## src/sv/srfr_pkg.sv

```systemverilog
// Shared types, constants and helper functions of the servo reply frame receiver.
package srfr_pkg;

	localparam int unsigned FRAME_LEN = 6;
	localparam int unsigned NUM_IDS   = 4;

	localparam logic [15:0] CRC_INIT    = 16'hFFFF;
	localparam logic [15:0] CRC_POLY    = 16'h8005;
	localparam logic [15:0] POS_RAW_MIN = 16'h0080;
	localparam logic [15:0] POS_RAW_MAX = 16'h0F80;

	// Register indexes of the configuration port
	localparam logic [7:0] REG_POSITION_ID    = 8'd0;
	localparam logic [7:0] REG_CURRENT_ID     = 8'd1;
	localparam logic [7:0] REG_VOLTAGE_ID     = 8'd2;
	localparam logic [7:0] REG_TEMPERATURE_ID = 8'd3;

	localparam logic [7:0] RESET_POSITION_ID    = 8'd44;
	localparam logic [7:0] RESET_CURRENT_ID     = 8'd48;
	localparam logic [7:0] RESET_VOLTAGE_ID     = 8'd49;
	localparam logic [7:0] RESET_TEMPERATURE_ID = 8'd16;

	// Reply kinds
	localparam logic [1:0] KIND_POSITION    = 2'd0;
	localparam logic [1:0] KIND_CURRENT     = 2'd1;
	localparam logic [1:0] KIND_VOLTAGE     = 2'd2;
	localparam logic [1:0] KIND_TEMPERATURE = 2'd3;

	// Scale factors of the unit conversions
	localparam logic [18:0] POS_MUL      = 19'd125;
	localparam logic [18:0] POS_ROUND    = 19'd12;
	localparam logic [15:0] RECIP_THREE  = 16'd43691;
	localparam logic [16:0] POS_OFFSET   = 17'd10000;
	localparam logic [16:0] CURRENT_MUL  = 17'd20;
	localparam logic [16:0] VOLTAGE_MUL  = 17'd200;
	localparam logic [16:0] TEMP_OFFSET  = 17'd50;

	typedef logic [NUM_IDS-1:0][7:0] id_set_t;

	typedef struct packed {
		logic       hit;
		logic [1:0] kind;
	} kind_hit_t;

	typedef enum logic [5:0] {
		ST_IDLE  = 6'b000001,
		ST_CHECK = 6'b000010,
		ST_CRC   = 6'b000100,
		ST_POS1  = 6'b001000,
		ST_POS2  = 6'b010000,
		ST_EMIT  = 6'b100000
	} state_t;

	// Lowest kind wins when several registers hold the same ID
	function automatic kind_hit_t kind_lookup(input logic [7:0] b, input id_set_t ids);
		kind_hit_t r;
		r.hit  = 1'b0;
		r.kind = KIND_POSITION;
		for (int k = NUM_IDS - 1; k >= 0; k--) begin
			if (ids[k] == b) begin
				r.hit  = 1'b1;
				r.kind = 2'(k);
			end
		end
		return r;
	endfunction

	// One byte of the CRC-16, MSB first
	function automatic logic [15:0] crc16_byte(input logic [15:0] crc, input logic [7:0] b);
		logic [15:0] c;
		c = crc ^ {b, 8'h00};
		for (int j = 0; j < 8; j++) begin
			if (c[15]) begin
				c = {c[14:0], 1'b0} ^ CRC_POLY;
			end else begin
				c = {c[14:0], 1'b0};
			end
		end
		return c;
	endfunction

endpackage

```

## src/sv/srfr_if.sv

```systemverilog
// Handshake channel interfaces of the servo reply frame receiver.
interface srfr_byte_if;
	logic       valid;
	logic       ready;
	logic [7:0] rx_byte;

	modport source (output valid, output rx_byte, input ready);
	modport sink (input valid, input rx_byte, output ready);
endinterface

interface srfr_reply_if;
	logic               valid;
	logic               ready;
	logic [1:0]         reply_kind;
	logic [4:0]         actuator_index;
	logic signed [16:0] first_value;
	logic signed [16:0] second_value;

	modport source (output valid, output reply_kind, output actuator_index,
		output first_value, output second_value, input ready);
	modport sink (input valid, input reply_kind, input actuator_index,
		input first_value, input second_value, output ready);
endinterface

interface srfr_cfg_if;
	logic       valid;
	logic       ready;
	logic [7:0] index;
	logic [7:0] data;

	modport source (output valid, output index, output data, input ready);
	modport sink (input valid, input index, input data, output ready);
endinterface

```

## src/sv/servo_reply_frame_receiver_core.sv

```systemverilog
// Servo reply frame receiver: byte assembly, CRC check and unit conversion.
// A new byte is taken only in the idle state, once the previous byte has been handled;
// after a good frame the result word is registered via CHECK, CRC and EMIT, with POS1 and POS2
// in between for position; a frame whose actuator is out of range gives no word.
// A full output register holds the block until the word is taken.
// Reset loads the default reply IDs, empties the buffer and clears the output valid flag.
module servo_reply_frame_receiver_core #(
	parameter int unsigned NUM_ACTUATORS = 32
) (
	input  logic          clk,
	input  logic          arst_n,
	srfr_byte_if.sink     rx,
	srfr_reply_if.source  reply,
	srfr_cfg_if.sink      cfg
);

	srfr_pkg::state_t  state_q;
	srfr_pkg::id_set_t ids_q;

	logic [srfr_pkg::FRAME_LEN-1:0][7:0] frame_q;
	logic [2:0]  fill_q;
	logic        drop_q;
	logic [15:0] crc_q;
	logic [1:0]  crc_cnt_q;
	logic [1:0]  kind_q;
	logic [4:0]  idx_q;
	logic [18:0] pos_x_q;
	logic [31:0] pos_prod_q;

	logic        out_valid_q;
	logic [1:0]  out_kind_q;
	logic [4:0]  out_idx_q;
	logic [16:0] out_v1_q;
	logic [16:0] out_v2_q;

	srfr_pkg::kind_hit_t lead;
	logic [2:0]  wr_addr;
	logic [15:0] crc_next;
	logic [7:0]  idx_next;
	logic [15:0] pos_raw;
	logic [15:0] pos_clamp;
	logic [11:0] pos_d;
	logic [16:0] v1;
	logic [16:0] v2;
	logic        out_free;

	assign rx.ready  = (state_q == srfr_pkg::ST_IDLE);
	assign cfg.ready = 1'b1;

	assign reply.valid          = out_valid_q;
	assign reply.reply_kind     = out_kind_q;
	assign reply.actuator_index = out_idx_q;
	assign reply.first_value    = $signed(out_v1_q);
	assign reply.second_value   = $signed(out_v2_q);

	assign out_free = !out_valid_q || reply.ready;
	assign lead     = srfr_pkg::kind_lookup(frame_q[0], ids_q);
	assign wr_addr  = (fill_q >= 3'(srfr_pkg::FRAME_LEN)) ? 3'd0 : fill_q;
	assign crc_next = srfr_pkg::crc16_byte(crc_q, frame_q[{1'b0, crc_cnt_q}]);
	assign idx_next = frame_q[1] - 8'd1;

	always_comb begin
		pos_raw = {frame_q[2], frame_q[3]};
		if (pos_raw < srfr_pkg::POS_RAW_MIN) begin
			pos_clamp = srfr_pkg::POS_RAW_MIN;
		end else if (pos_raw > srfr_pkg::POS_RAW_MAX) begin
			pos_clamp = srfr_pkg::POS_RAW_MAX;
		end else begin
			pos_clamp = pos_raw;
		end
		pos_d = 12'(pos_clamp - srfr_pkg::POS_RAW_MIN);
	end

	always_comb begin
		case (kind_q)
			srfr_pkg::KIND_POSITION: begin
				v1 = 17'(pos_prod_q[31:17]) - srfr_pkg::POS_OFFSET;
				v2 = '0;
			end
			srfr_pkg::KIND_CURRENT: begin
				v1 = 17'(frame_q[2]) * srfr_pkg::CURRENT_MUL;
				v2 = 17'(frame_q[3]) * srfr_pkg::CURRENT_MUL;
			end
			srfr_pkg::KIND_VOLTAGE: begin
				v1 = 17'(frame_q[2]) * srfr_pkg::VOLTAGE_MUL;
				v2 = 17'(frame_q[3]) * srfr_pkg::VOLTAGE_MUL;
			end
			default: begin
				v1 = 17'(frame_q[2]) - srfr_pkg::TEMP_OFFSET;
				v2 = 17'(frame_q[3]) - srfr_pkg::TEMP_OFFSET;
			end
		endcase
	end

	// Configuration registers
	always_ff @(posedge clk or negedge arst_n) begin
		if (!arst_n) begin
			ids_q[0] <= srfr_pkg::RESET_POSITION_ID;
			ids_q[1] <= srfr_pkg::RESET_CURRENT_ID;
			ids_q[2] <= srfr_pkg::RESET_VOLTAGE_ID;
			ids_q[3] <= srfr_pkg::RESET_TEMPERATURE_ID;
		end else if (cfg.valid) begin
			case (cfg.index)
				srfr_pkg::REG_POSITION_ID:    ids_q[0] <= cfg.data;
				srfr_pkg::REG_CURRENT_ID:     ids_q[1] <= cfg.data;
				srfr_pkg::REG_VOLTAGE_ID:     ids_q[2] <= cfg.data;
				srfr_pkg::REG_TEMPERATURE_ID: ids_q[3] <= cfg.data;
				default: ;
			endcase
		end
	end

	// Control
	always_ff @(posedge clk or negedge arst_n) begin
		if (!arst_n) begin
			state_q     <= srfr_pkg::ST_IDLE;
			fill_q      <= '0;
			drop_q      <= 1'b0;
			out_valid_q <= 1'b0;
		end else begin
			if (state_q == srfr_pkg::ST_EMIT && out_free) begin
				out_valid_q <= 1'b1;
			end else if (reply.ready) begin
				out_valid_q <= 1'b0;
			end
			case (state_q)
				srfr_pkg::ST_IDLE: begin
					if (rx.valid) begin
						fill_q  <= wr_addr + 3'd1;
						drop_q  <= 1'b0;
						state_q <= srfr_pkg::ST_CHECK;
					end
				end
				srfr_pkg::ST_CHECK: begin
					if (fill_q == 3'd0) begin
						state_q <= srfr_pkg::ST_IDLE;
					end else if (drop_q || !lead.hit) begin
						fill_q <= fill_q - 3'd1;
						drop_q <= 1'b0;
					end else if (fill_q < 3'(srfr_pkg::FRAME_LEN)) begin
						state_q <= srfr_pkg::ST_IDLE;
					end else begin
						state_q <= srfr_pkg::ST_CRC;
					end
				end
				srfr_pkg::ST_CRC: begin
					if (crc_cnt_q == 2'd3) begin
						if (crc_next == {frame_q[4], frame_q[5]}) begin
							fill_q <= '0;
							if (idx_next >= 8'(NUM_ACTUATORS)) begin
								state_q <= srfr_pkg::ST_IDLE;
							end else if (lead.kind == srfr_pkg::KIND_POSITION) begin
								state_q <= srfr_pkg::ST_POS1;
							end else begin
								state_q <= srfr_pkg::ST_EMIT;
							end
						end else begin
							drop_q  <= 1'b1;
							state_q <= srfr_pkg::ST_CHECK;
						end
					end
				end
				srfr_pkg::ST_POS1: state_q <= srfr_pkg::ST_POS2;
				srfr_pkg::ST_POS2: state_q <= srfr_pkg::ST_EMIT;
				srfr_pkg::ST_EMIT: begin
					if (out_free) begin
						state_q <= srfr_pkg::ST_IDLE;
					end
				end
				default: state_q <= srfr_pkg::ST_IDLE;
			endcase
		end
	end

	// Datapath
	always_ff @(posedge clk) begin
		case (state_q)
			srfr_pkg::ST_IDLE: begin
				if (rx.valid) begin
					frame_q[wr_addr] <= rx.rx_byte;
				end
			end
			srfr_pkg::ST_CHECK: begin
				if (fill_q != 3'd0 && (drop_q || !lead.hit)) begin
					for (int i = 0; i < srfr_pkg::FRAME_LEN - 1; i++) begin
						frame_q[i] <= frame_q[i+1];
					end
				end
				crc_q     <= srfr_pkg::CRC_INIT;
				crc_cnt_q <= '0;
			end
			srfr_pkg::ST_CRC: begin
				crc_q     <= crc_next;
				crc_cnt_q <= crc_cnt_q + 2'd1;
				kind_q    <= lead.kind;
				idx_q     <= idx_next[4:0];
			end
			srfr_pkg::ST_POS1: begin
				pos_x_q <= 19'(pos_d) * srfr_pkg::POS_MUL + srfr_pkg::POS_ROUND;
			end
			srfr_pkg::ST_POS2: begin
				// divide by 8 by shift, then by 3 through the reciprocal
				pos_prod_q <= 32'(pos_x_q[18:3]) * 32'(srfr_pkg::RECIP_THREE);
			end
			srfr_pkg::ST_EMIT: begin
				if (out_free) begin
					out_kind_q <= kind_q;
					out_idx_q  <= idx_q;
					out_v1_q   <= v1;
					out_v2_q   <= v2;
				end
			end
			default: ;
		endcase
	end

endmodule
```

## src/flat_wrapper.sv

```systemverilog
// flat-port wrapper written by rule: the top's interface ports become plain ports
module servo_reply_frame_receiver_core_flat 
#(
	parameter int unsigned NUM_ACTUATORS = 32
)
  (clk, arst_n, rx_valid, rx_rx_byte, rx_ready, reply_valid, reply_reply_kind, reply_actuator_index, reply_first_value, reply_second_value, reply_ready, cfg_valid, cfg_index, cfg_data, cfg_ready);
  srfr_byte_if rx_i ();
  srfr_reply_if reply_i ();
  srfr_cfg_if cfg_i ();
  input  logic clk;
  input  logic arst_n;
  input wire logic [$bits(rx_i.valid)-1:0] rx_valid;
  input wire logic [$bits(rx_i.rx_byte)-1:0] rx_rx_byte;
  output wire logic [$bits(rx_i.ready)-1:0] rx_ready;
  output wire logic [$bits(reply_i.valid)-1:0] reply_valid;
  output wire logic [$bits(reply_i.reply_kind)-1:0] reply_reply_kind;
  output wire logic [$bits(reply_i.actuator_index)-1:0] reply_actuator_index;
  output wire logic [$bits(reply_i.first_value)-1:0] reply_first_value;
  output wire logic [$bits(reply_i.second_value)-1:0] reply_second_value;
  input wire logic [$bits(reply_i.ready)-1:0] reply_ready;
  input wire logic [$bits(cfg_i.valid)-1:0] cfg_valid;
  input wire logic [$bits(cfg_i.index)-1:0] cfg_index;
  input wire logic [$bits(cfg_i.data)-1:0] cfg_data;
  output wire logic [$bits(cfg_i.ready)-1:0] cfg_ready;
  assign rx_i.valid = rx_valid;
  assign rx_i.rx_byte = rx_rx_byte;
  assign rx_ready = rx_i.ready;
  assign reply_valid = reply_i.valid;
  assign reply_reply_kind = reply_i.reply_kind;
  assign reply_actuator_index = reply_i.actuator_index;
  assign reply_first_value = reply_i.first_value;
  assign reply_second_value = reply_i.second_value;
  assign reply_i.ready = reply_ready;
  assign cfg_i.valid = cfg_valid;
  assign cfg_i.index = cfg_index;
  assign cfg_i.data = cfg_data;
  assign cfg_ready = cfg_i.ready;
  servo_reply_frame_receiver_core #(.NUM_ACTUATORS(NUM_ACTUATORS)) u_core (.clk(clk), .arst_n(arst_n), .rx(rx_i), .reply(reply_i), .cfg(cfg_i));
endmodule
```

## config.mk

```make
export PLATFORM = sky130hd
export DESIGN_NAME = servo_reply_frame_receiver_core_flat
export DESIGN_NICKNAME = d
export VERILOG_FILES = /design/src/sv/srfr_pkg.sv /design/src/sv/srfr_if.sv /design/src/sv/servo_reply_frame_receiver_core.sv /design/src/flat_wrapper.sv
export SDC_FILE = /design/constraint.sdc
export NUM_CORES = 1
export LEC_CHECK = 0
export BUFFER_PORTS_ARGS = -buffer_cell sky130_fd_sc_hd__buf_2
export CAP_MARGIN = 20
export CELL_PAD_IN_SITES_DETAIL_PLACEMENT = 2
export CELL_PAD_IN_SITES_GLOBAL_PLACEMENT = 2
export CORE_ASPECT_RATIO = 2
export CORE_MARGIN = 2
export CORE_UTILIZATION = 43
export DETAILED_ROUTE_END_ITERATION = 8
export PLACE_DENSITY_LB_ADDON = 0.1
export SYNTH_ARGS = -nofsm -noshare
export SYNTH_HDL_FRONTEND = slang
export SYNTH_SLANG_ARGS = --single-unit
```

## constraint.sdc

```tcl
create_clock -name clk -period 7.3 [get_ports clk]
set_input_delay 1.46 -clock clk [delete_from_list [all_inputs] [get_ports clk]]
set_output_delay 1.46 -clock clk [all_outputs]
set_load 0.02 [all_outputs]
```

==> impl_metrics.json, run 1 <==
{
  "status": "complete, no violations",
  "vdd_drop_max_mv": 0.199,
  "yosys.area.top_type_share_pct": 24.5,
  "die_width_um": 148,
  "worstReg2RegStart": "u_core.frame_q[21]",
  "p_leak_uw": 0.00924,
  "area_growth_syn_to_layout_pct": 9.35,
  "worstMarginPinSlew_ns": 1.04,
  "fmax_mhz": 151,
  "clock_sinks": 188,
  "core-area_um2": 40900,
  "cts.clk_slew.worst_paths_ns": 0.09,
  "grt_pass1_wl_um": 87300,
  "critPathBufInv": 5,
  "setup_viol": 0,
  "synth-warning-count": 0,
  "synth.area.top_cells": "edfxtp_1 25%, ha_1 20%, fa_1 14%",
  "holdCritPathClass": "flop to flop",
  "routabilityCongestion": 0.930,
  "overflow": 0,
  "critical_path.top_delay_family": "adder cells",
  "critPathRequiredTime_ns": 7.62,
  "wl_per_cell_um": 25.2,
  "max_stage_delay_ns": 0.57,
  "cts_tree": "yes",
  "postSynthAreaPerCell_um2": 10.7,
  "synth_seq_area_share_pct": 30.7,
  "critPathKind": "flop to flop",
  "cts_resized": 0,
  "grt_max_degree": 49,
  "synth.largest_area_cell": "edfxtp_1",
  "arrival_ns": 6.96,
  "cp_max_fo": 9,
  "final_cells": 2293,
  "rows": 105,
  "drive_above_1_share_pct": 11.4,
  "drt_wl_total_um": 57800,
  "diodes": 0,
  "initial_utilization_pct": 43.5,
  "grt_usage_pct": 27.7,
  "hold_violations": 0,
  "cts_buffer_depth": 2,
  "maxCapViolations": 0,
  "cp_num_cells": 25,
  "setup.worst_path.end": "u_core.pos_x_q[18]",
  "synthCells": 1663,
  "crit_start": "u_core.frame_q[21]",
  "cts_buffers": 17,
  "worst_slack_ns": 0.658,
  "grt_pass1_vias": 14900,
  "fin_crit_sh_pct": 91.0,
  "worst_path_max_delay_cell": "edfxtp_1",
  "async_flop_share_pct": 22.9,
  "powerDensity_nw_per_um2": 307,
  "htreeDepth": 4,
  "vias": 12600,
  "via_per_inst": 5.48,
  "ctsRootBufferMaster": "clkbuf_16",
  "cts_hold_buf": 0,
  "cp-end-kind": "flop",
  "io_pins": 73,
  "die_h_um": 291,
  "antenna_found_initial": 0,
  "regToRegSetupSlack_ns": 0.66,
  "crit_top_cell": "inv_1",
  "grt_setup_unrepaired": "false",
  "syn_area_um2": 17800,
  "skew_ns": 0.0143,
  "clk_latency_ns": 0.48,
  "rr_endpoint": "u_core.pos_x_q[18]",
  "r2r_cells": 25,
  "drv_slew": 0,
  "synth_edf_count": 145,
  "drc_errors": 0,
  "first_iter_violations": 391,
  "syn-num-nets": 2099,
  "finalCriticalPeriod_ns": 6.64,
  "yosys_most_used_dff": "edfxtp_1",
  "pre_cts_ws_ns": 0.674,
  "maxSlewHeadroom_pct": 30.7,
  "yosysUniqueCellTypes": 70,
  "port_buffers": 71,
  "fin_tns_setup_ns": 0,
  "dp_cells": 2261,
  "worstHoldPathCells": 0,
  "die-area_um2": 43000,
  "dp_hpwl_um": 48500,
  "start_kind": "flop",
  "firstDrtPassIters": 6,
  "cts_setup_buffers": 0,
  "final_nets": 2181,
  "synth-seq-cells": 188,
  "postRouteAntennaNets": 0
}
through the flow:
| step | cell area (µm²) | utilization, % | power (µW) | hold slack (ns) |
|---|---|---|---|---|
| after floorplan | 17800 | - | 3990 | 0.400 |
| after global placement | 18800 | 46.1 | 4870 | 0.410 |
| after detailed placement | 18800 | 46.1 | 5030 | 0.418 |
| after CTS | 19400 | 47.5 | 6040 | 0.434 |
| after global routing | 19400 | 47.5 | 6420 | 0.446 |
| final | 19400 | 47.5 | 5960 | 0.427 |
worst register-to-register path: stages (launching register included):
cell,delay (ns)
edfxtp_1,0.57
inv_1,0.19
ha_1,0.24
nand3_1,0.10
o21ai_0,0.07
o21ai_0,0.07
nand2_1,0.15
inv_1,0.14
nand2_1,0.22
nor2_1,0.32
fa_1,0.54
fa_1,0.56
inv_1,0.07
fa_1,0.51
fa_1,0.55
inv_1,0.04
ha_1,0.33
a21o_1,0.19
a21oi_1,0.21
o21bai_1,0.09
a21oi_1,0.22
inv_1,0.06
a21oi_1,0.34
o211ai_1,0.20
a2111o_1,0.39
o211ai_1,0.10
cell families (layout without fill, tap and decap cells):
family	count (synthesis)	after routing	synth area share (%)
adders and majority gates	407	407	33.9
buffers and inverters	323	418	6.95
and+or+nand+nor	304	304	8.18
AOI/OAI and AO/OA	240	240	8.31
DFF	188	188	30.7
xor gates and xnor gates	148	148	7.91
muxes	52	52	4.06
other	1	1	0.0211
power breakdown:
part           internal [µW]  switching [µW]
logic                   1440            2010
registers               1400             158
clock network            455             496
synth_stat cells (4+ instances only):
cell,count
o21bai_1,9
and2_1,14
nor3_1,17
edfxtp_1,145
nand3b_1,6
o21ai_0,40
a22o_1,4
ha_1,283
nor2b_1,8
buf_1,6
and3_1,7
nor2_1,109
mux4_2,10
a21oi_1,96
nand3_1,21
a31oi_1,12
nand2_1,70
fa_1,124
o211ai_1,13
xor2_1,69
nand4_1,5
clkbuf_1,19
nor3b_1,8
o21a_1,4
nor4_1,13
dfrtp_1,33
a211oi_1,7
a21o_1,25
dfstp_2,10
mux2_2,34
or2_2,7
nand2b_1,7
xnor2_1,71
inv_1,292
mux2i_1,6
cell usage in the layout (no fill, tap or decap), types with 21 or more instances in the layout:
cell | synthesis | routed
inv_1 | 292 | 292
ha_1 | 283 | 283
edfxtp_1 | 145 | 145
fa_1 | 124 | 124
nor2_1 | 109 | 109
a21oi_1 | 96 | 95
xnor2_1 | 71 | 71
buf_2 | 3 | 71
nand2_1 | 70 | 70
xor2_1 | 69 | 69
o21ai_0 | 40 | 40
mux2_2 | 34 | 34
dfrtp_1 | 33 | 33
a21o_1 | 25 | 25
buf_4 | 1 | 23
nand3_1 | 21 | 21
per-layer routing:
metal  track usage (%)  vias to the layer above  part of all wire [%]
met4              17.1                        0                   6.9
met5                 0                        -                     0
li1                  -                     5777                     -
met2              58.7                      205                    61
met1              22.9                     6464                    30
met3              2.96                      131                   1.8
layout make-up:
cell class	count	area, µm²
clock buffer	17	425
clock inverter	15	155
fill	4238	21400
inverter	292	1100
multi-input combinational	1152	11100
sequential	188	5440
tap	535	669
timing repair buffer	94	528
worst min path at each step:
stage / endpoint / from
2_1_floorplan: u_core.reply.actuator_index[0] / u_core.idx_q[0]
3_3_place_gp: u_core.reply.actuator_index[4] / u_core.idx_q[4]
3_5_place_dp: u_core.reply.actuator_index[4] / u_core.idx_q[4]
4_1_cts: u_core.reply.actuator_index[4] / u_core.idx_q[4]
5_1_grt: u_core.reply.actuator_index[3] / u_core.idx_q[3]
6_report: u_core.reply.actuator_index[4] / u_core.idx_q[4]
sequential cells by signal, summed over array words and instances, names as in the netlist, 2 cells and up:
name,count
u_core.pos_prod_q,15
u_core.reply.reply_kind,2
u_core.fill_q,3
u_core.crc_q,16
u_core.frame_q,48
u_core.reply.first_value,17
u_core.ids_q,32
u_core.state_q,6
u_core.reply.second_value,17
u_core.idx_q,5
u_core.crc_cnt_q,2
u_core.pos_x_q,16
u_core.kind_q,2
u_core.reply.actuator_index,5
(Power assumes the default switching activity.)
==> run 2: changes to the inputs <==
- BUFFER_PORTS_ARGS: -buffer_cell sky130_fd_sc_hd__buf_2 -> unset
- CORE_UTILIZATION: 43 -> 44
- DONT_BUFFER_PORTS: unset -> 1
- clock period: 7.3 -> 6.24 ns (I/O delays scaled with it)
==> run 2 against run 1 <==
Largest power group unchanged; critical path type unchanged; via count rose by 0.61%; worst hold slack improved by 0.0071 ns; wire length rose by 0.71%; utilization rose by 1.7 points; register-to-register slack got worse by 0.48 ns; design area rose by 1.6%; global-route usage rose by 0.81 points; setup slack got worse by 0.48 ns.
==> impl_metrics.json, run 2 (synthesis results as in run 1) <==
{
  "status": "complete, no violations",
  "cp-end-kind": "flop",
  "final_area_um2": 19700,
  "arrival_ns": 6.27,
  "p_leak_uw": 0.00933,
  "firstDrtPassIters": 4,
  "drt_wl_total_um": 58200,
  "setup_viol": 0,
  "fin_crit_sh_pct": 97.1,
  "clk_latency_ns": 0.47,
  "cts.clk_slew.worst_paths_ns": 0.08,
  "max_stage_delay_ns": 0.64,
  "dp_hpwl_um": 48700,
  "htreeDepth": 4,
  "cts_buffers": 17,
  "timing.hold.ws_ns": 0.434,
  "use_met3_pct": 3.44,
  "drive_above_1_share_pct": 12.6,
  "grt_usage_pct": 28.5,
  "worstMarginPinSlew_ns": 1.02,
  "vias": 12700,
  "grt_pass1_wl_um": 88100,
  "overflow": 0,
  "critPathKind": "flop to flop",
  "first_iter_violations": 266,
  "top_usage_layer": "met2",
  "powerDensity_nw_per_um2": 363,
  "critPathRequiredTime_ns": 6.45,
  "grt_max_degree": 48,
  "cp_max_fo": 4,
  "via_per_inst": 5.54,
  "skew_ns": 0.0148,
  "antenna_found_initial": 0,
  "die-area_um2": 42100,
  "rows": 104,
  "globalRouteMet1Util_pct": 22.6,
  "layout_commonest_cell": "inv_1",
  "placed_area_um2": 18900,
  "start_kind": "flop",
  "crit_chain": "buf_4, ha_1, ha_1, inv_1, fa_1, fa_1, inv_1, fa_1, fa_1, ha_1, nand3_1, or2_2, o221ai_2, o211ai_1, buf_4, a21oi_1, o21ai_2, o21ai_0, xnor2_1",
  "postRouteAntennaNets": 0,
  "wl_per_cell_um": 25.4,
  "final_cell_mix": "290 x inv_1, 277 x ha_1, 145 x edfxtp_1",
  "initial_utilization_pct": 44.3,
  "hold_violations": 0,
  "largest_registers": "u_core.frame_q (48), u_core.ids_q (32)",
  "port_buffers": 0,
  "holdCritPathClass": "flop to flop",
  "maxCapViolations": 0,
  "vdd_drop_max_mv": 0.300,
  "crit_top_cell": "fa_1",
  "clock_sinks": 188,
  "worst_path_max_delay_cell": "fa_1",
  "area_growth_syn_to_layout_pct": 11.1,
  "diodes": 0,
  "cts_tree": "yes",
  "fmax_mhz": 165,
  "routabilityCongestion": 0.936,
  "final_nets": 2179,
  "finalCriticalPeriod_ns": 6.06,
  "cts_hold_buf": 0,
  "drv_slew": 0,
  "die_width_um": 146,
  "maxSlewHeadroom_pct": 31.9,
  "io_pins": 73,
  "die_h_um": 288,
  "globalRouteMet2Util_pct": 59.5,
  "ctsRootBufferMaster": "clkbuf_16",
  "grt_pass1_vias": 15100,
  "drc_errors": 0,
  "core-area_um2": 40100,
  "largest_reg_flops": 48,
  "top_register": "u_core.frame_q",
  "cts_buffer_depth": 2
}
## run 2: changes by cell type in the layout (fill, tap and decap cells not counted), sizes merged
cell,previous run,this run
bufinv,0,1
clkinv,8,0
clkbuf,17,21
inv,298,301
buf,94,92
## run 2: power by group
part	switching [µW]	leakage [µW]	internal, µW
clock network	545	0.000297	608
registers	161	0.00183	1640
logic	2460	0.00719	1750
## run 2: final cells by class
class | instances | area, µm²
tap | 530 | 663
clock inverter | 11 | 116
fill | 4233 | 20300
sequential | 188 | 5440
timing repair buffer | 92 | 691
multi-input combinational | 1152 | 11200
clock buffer | 21 | 482
inverter | 292 | 1100
## run 2: final timing paths
check	slack [ns]	from	cells past startpoint	to
max	0.18	u_core.pos_x_q[11]	19	u_core.pos_prod_q[30]
min	0.43	u_core.idx_q[4]	0	u_core.reply.actuator_index[4]
min in group asynchronous	0.47	arst_n	0	u_core.ids_q[6]
max in group asynchronous	5.59	arst_n	0	u_core.state_q[0]
max reg2reg	0.18	u_core.pos_x_q[11]	19	u_core.pos_prod_q[30]
min reg2reg	0.43	u_core.idx_q[4]	0	u_core.reply.actuator_index[4]
## run 2: per-layer routing
| metal | share of wire, % | up-vias |
|---|---|---|
| met5 | 0 | - |
| met4 | 9.0 | 0 |
| met3 | 2.4 | 161 |
| met2 | 60 | 227 |
| met1 | 28 | 6480 |
| li1 | - | 5786 |
## run 2: what timing repair did
action	4_1_cts	5_1_grt
gates resized for setup	3	27
setup buffers	3	10
pin swaps	0	6
gates cloned	0	0
setup endpoints to repair	6	17
## run 2: through the flow
stage / TNS (ns) / cells / total power, µW / util, % / worst slack [ns]
2_1_floorplan: 0 / 1663 / 4670 / - / 0.149
3_3_place_gp: -0.338 / 2241 / 5790 / 47.1 / -0.122
3_5_place_dp: -0.888 / 2241 / 5980 / 47.1 / -0.260
4_1_cts: 0 / 2276 / 7200 / 48.7 / 0.00869
5_1_grt: -0.0846 / 2286 / 7700 / 49.2 / -0.0630
6_report: 0 / 2286 / 7160 / 49.2 / 0.178
## run 2: critical path: cells and delay by family (launching register included)
kind | cells | cell delay, ns
xor+xnor | 1 | 0.12
compound gates | 5 | 0.98
buf+inv | 4 | 0.52
flops | 1 | 0.44
simple gates | 2 | 0.45
fa+ha+maj | 7 | 3.28
==> run 3: changes to the inputs <==
- CELL_PAD_IN_SITES_DETAIL_PLACEMENT: 2 -> unset
- CELL_PAD_IN_SITES_GLOBAL_PLACEMENT: 2 -> unset
- CORE_UTILIZATION: 44 -> 56
- PLACE_DENSITY: unset -> 0.71
- PLACE_DENSITY_LB_ADDON: 0.1 -> unset
==> run 3 against run 2 <==
Register-to-register slack better by 0.11 ns; via count down 3.4%; wire length down 21%; worst hold slack about the same; first-iteration DRC count up 99%; largest cell class unchanged.
==> impl_metrics.json, run 3 (synthesis results as in run 1) <==
{
  "status": "complete, no violations",
  "clock_sinks": 188,
  "worst_path_max_delay_cell": "fa_1",
  "fin_crit_sh_pct": 95.4,
  "overflow": 0,
  "io_pins": 73,
  "p_total_uw": 6840,
  "grt_pass1_vias": 13200,
  "holdCritPathClass": "flop to flop",
  "wl_per_cell_um": 21.3,
  "num-fill-cells": 2587,
  "vdd_drop_max_mv": 0.310,
  "drive_above_1_share_pct": 10.8,
  "grt_usage_pct": 28.7,
  "area_growth_syn_to_layout_pct": 9.01,
  "port_buffers": 0,
  "grt_pass1_wl_um": 70300,
  "cp_max_fo": 4,
  "max_stage_delay_ns": 0.58,
  "finalCriticalPeriod_ns": 5.95,
  "routabilityCongestion": 0.956,
  "firstDrtPassIters": 5,
  "fmax_mhz": 168,
  "final_area_um2": 19400,
  "maxSlewHeadroom_pct": 34.7,
  "vias": 12200,
  "cts_buffers": 17,
  "placed_area_um2": 18600,
  "cts_tree": "yes",
  "largest_registers": "u_core.frame_q (48), u_core.ids_q (32)",
  "die-area_um2": 33200,
  "worstMarginPinSlew_ns": 0.976,
  "die_width_um": 130,
  "diodes": 0,
  "rows": 92,
  "cp-end-kind": "flop",
  "drv_slew": 0,
  "drt_wl_total_um": 45900,
  "hold_violations": 0,
  "skew_ns": 0.0132,
  "layout_commonest_cell": "inv_1",
  "via_per_inst": 5.67,
  "critPathRequiredTime_ns": 6.45,
  "antenna_found_initial": 0,
  "postRouteAntennaNets": 0,
  "maxCapViolations": 0,
  "clk_latency_ns": 0.47,
  "setup_viol": 0,
  "htreeDepth": 4,
  "first_iter_violations": 529,
  "grt_max_degree": 49,
  "ctsRootBufferMaster": "clkbuf_16",
  "initial_utilization_pct": 56.5,
  "largest_reg_flops": 48,
  "top_register": "u_core.frame_q",
  "cts_buffer_depth": 2,
  "drc_errors": 0,
  "cts.clk_slew.worst_paths_ns": 0.08,
  "crit_chain": "ha_1, ha_1, inv_1, fa_1, inv_1, fa_1, inv_1, fa_1, inv_1, fa_1, ha_1, a21o_1, a21o_1, a2111oi_2, o221ai_2, o211ai_1, buf_4, a21boi_0, o21ai_0, nor2b_1, xnor2_1",
  "final_cell_mix": "292 x inv_1, 283 x ha_1, 145 x edfxtp_1",
  "powerDensity_nw_per_um2": 353,
  "arrival_ns": 6.16,
  "p_leak_uw": 0.00921,
  "critPathKind": "flop to flop",
  "start_kind": "flop",
  "die_h_um": 256,
  "dp_hpwl_um": 37100,
  "core-area_um2": 31400,
  "final_nets": 2157
}
-- run 3: cell types whose count changed in the layout (fill, tap and decap cells not counted), moves of 3 or more --
cell,previous run,this run
inv_4,3,0
o21ai_0,36,39
ha_1,277,283
buf_4,92,70
inv_12,0,4
a21oi_2,6,2
ha_4,4,0
a21oi_1,89,93
-- run 3: repair_timing --
action,in CTS,in global routing
setup endpoints to repair,0,13
resized for setup,0,12
hold buffers,0,0
setup buffers,0,11
-- run 3: critical path, delay by kind of cell (launching register included) --
| family | cells | cell delay, ns |
|---|---|---|
| AO/OA/AOI/OAI | 7 | 1.45 |
| adder cells (fa/ha/maj) | 7 | 3.06 |
| AND/OR/NAND/NOR | 1 | 0.24 |
| XOR/XNOR | 1 | 0.09 |
| buffers and inverters | 5 | 0.40 |
| flip-flops | 1 | 0.48 |
-- run 3: power by group --
part	switching [µW]	internal (µW)	leakage, µW
logic	2200	1700	0.00707
clock network	592	565	0.000302
registers	149	1640	0.00183
total	2940	3900	0.00921
-- run 3: routing by layer --
layer / GRT usage [%] / routed length [µm] / up-vias
met4: 23.9 / 4570 / 0
li1: - / - / 5740
met2: 53.3 / 25200 / 357
met1: 25.4 / 14200 / 5955
met5: 0 / 0 / -
met3: 5.46 / 1920 / 175
-- run 3: final timing paths --
| kind | endpoint | slack (ns) | cells past startpoint | from |
|---|---|---|---|---|
| max in group asynchronous | u_core.state_q[0] | 5.59 | 0 | arst_n |
| min in group asynchronous | u_core.ids_q[0] | 0.46 | 0 | arst_n |
| min reg2reg | u_core.reply.actuator_index[4] | 0.43 | 0 | u_core.idx_q[4] |
| min | u_core.reply.actuator_index[4] | 0.43 | 0 | u_core.idx_q[4] |
| max | u_core.pos_prod_q[25] | 0.29 | 21 | u_core.pos_x_q[5] |
| max reg2reg | u_core.pos_prod_q[25] | 0.29 | 21 | u_core.pos_x_q[5] |
-- run 3: area by class of cell --
type	instances	area [µm²]	area share, %
Multi-Input combinational cell	1152	11100	57.6
Sequential cell	188	5440	28.1
Inverter	292	1100	5.66
Tap cell	423	529	2.73
Timing Repair Buffer	70	526	2.71
Clock buffer	18	439	2.27
Clock inverter	14	178	0.918
-- run 3: stage by stage --
step	TNS [ns]	std cells	hold WS, ns	setup slack (ns)	util [%]
final	0	2157	0.434	0.289	61.6
after detailed placement	0	2114	0.405	0.0871	59.2
after floorplan	0	1663	0.400	0.149	-
after global routing	-0.0804	2157	0.440	-0.0480	61.6
after CTS	0	2146	0.437	0.0450	61.2
after global placement	0	2114	0.417	0.235	59.2
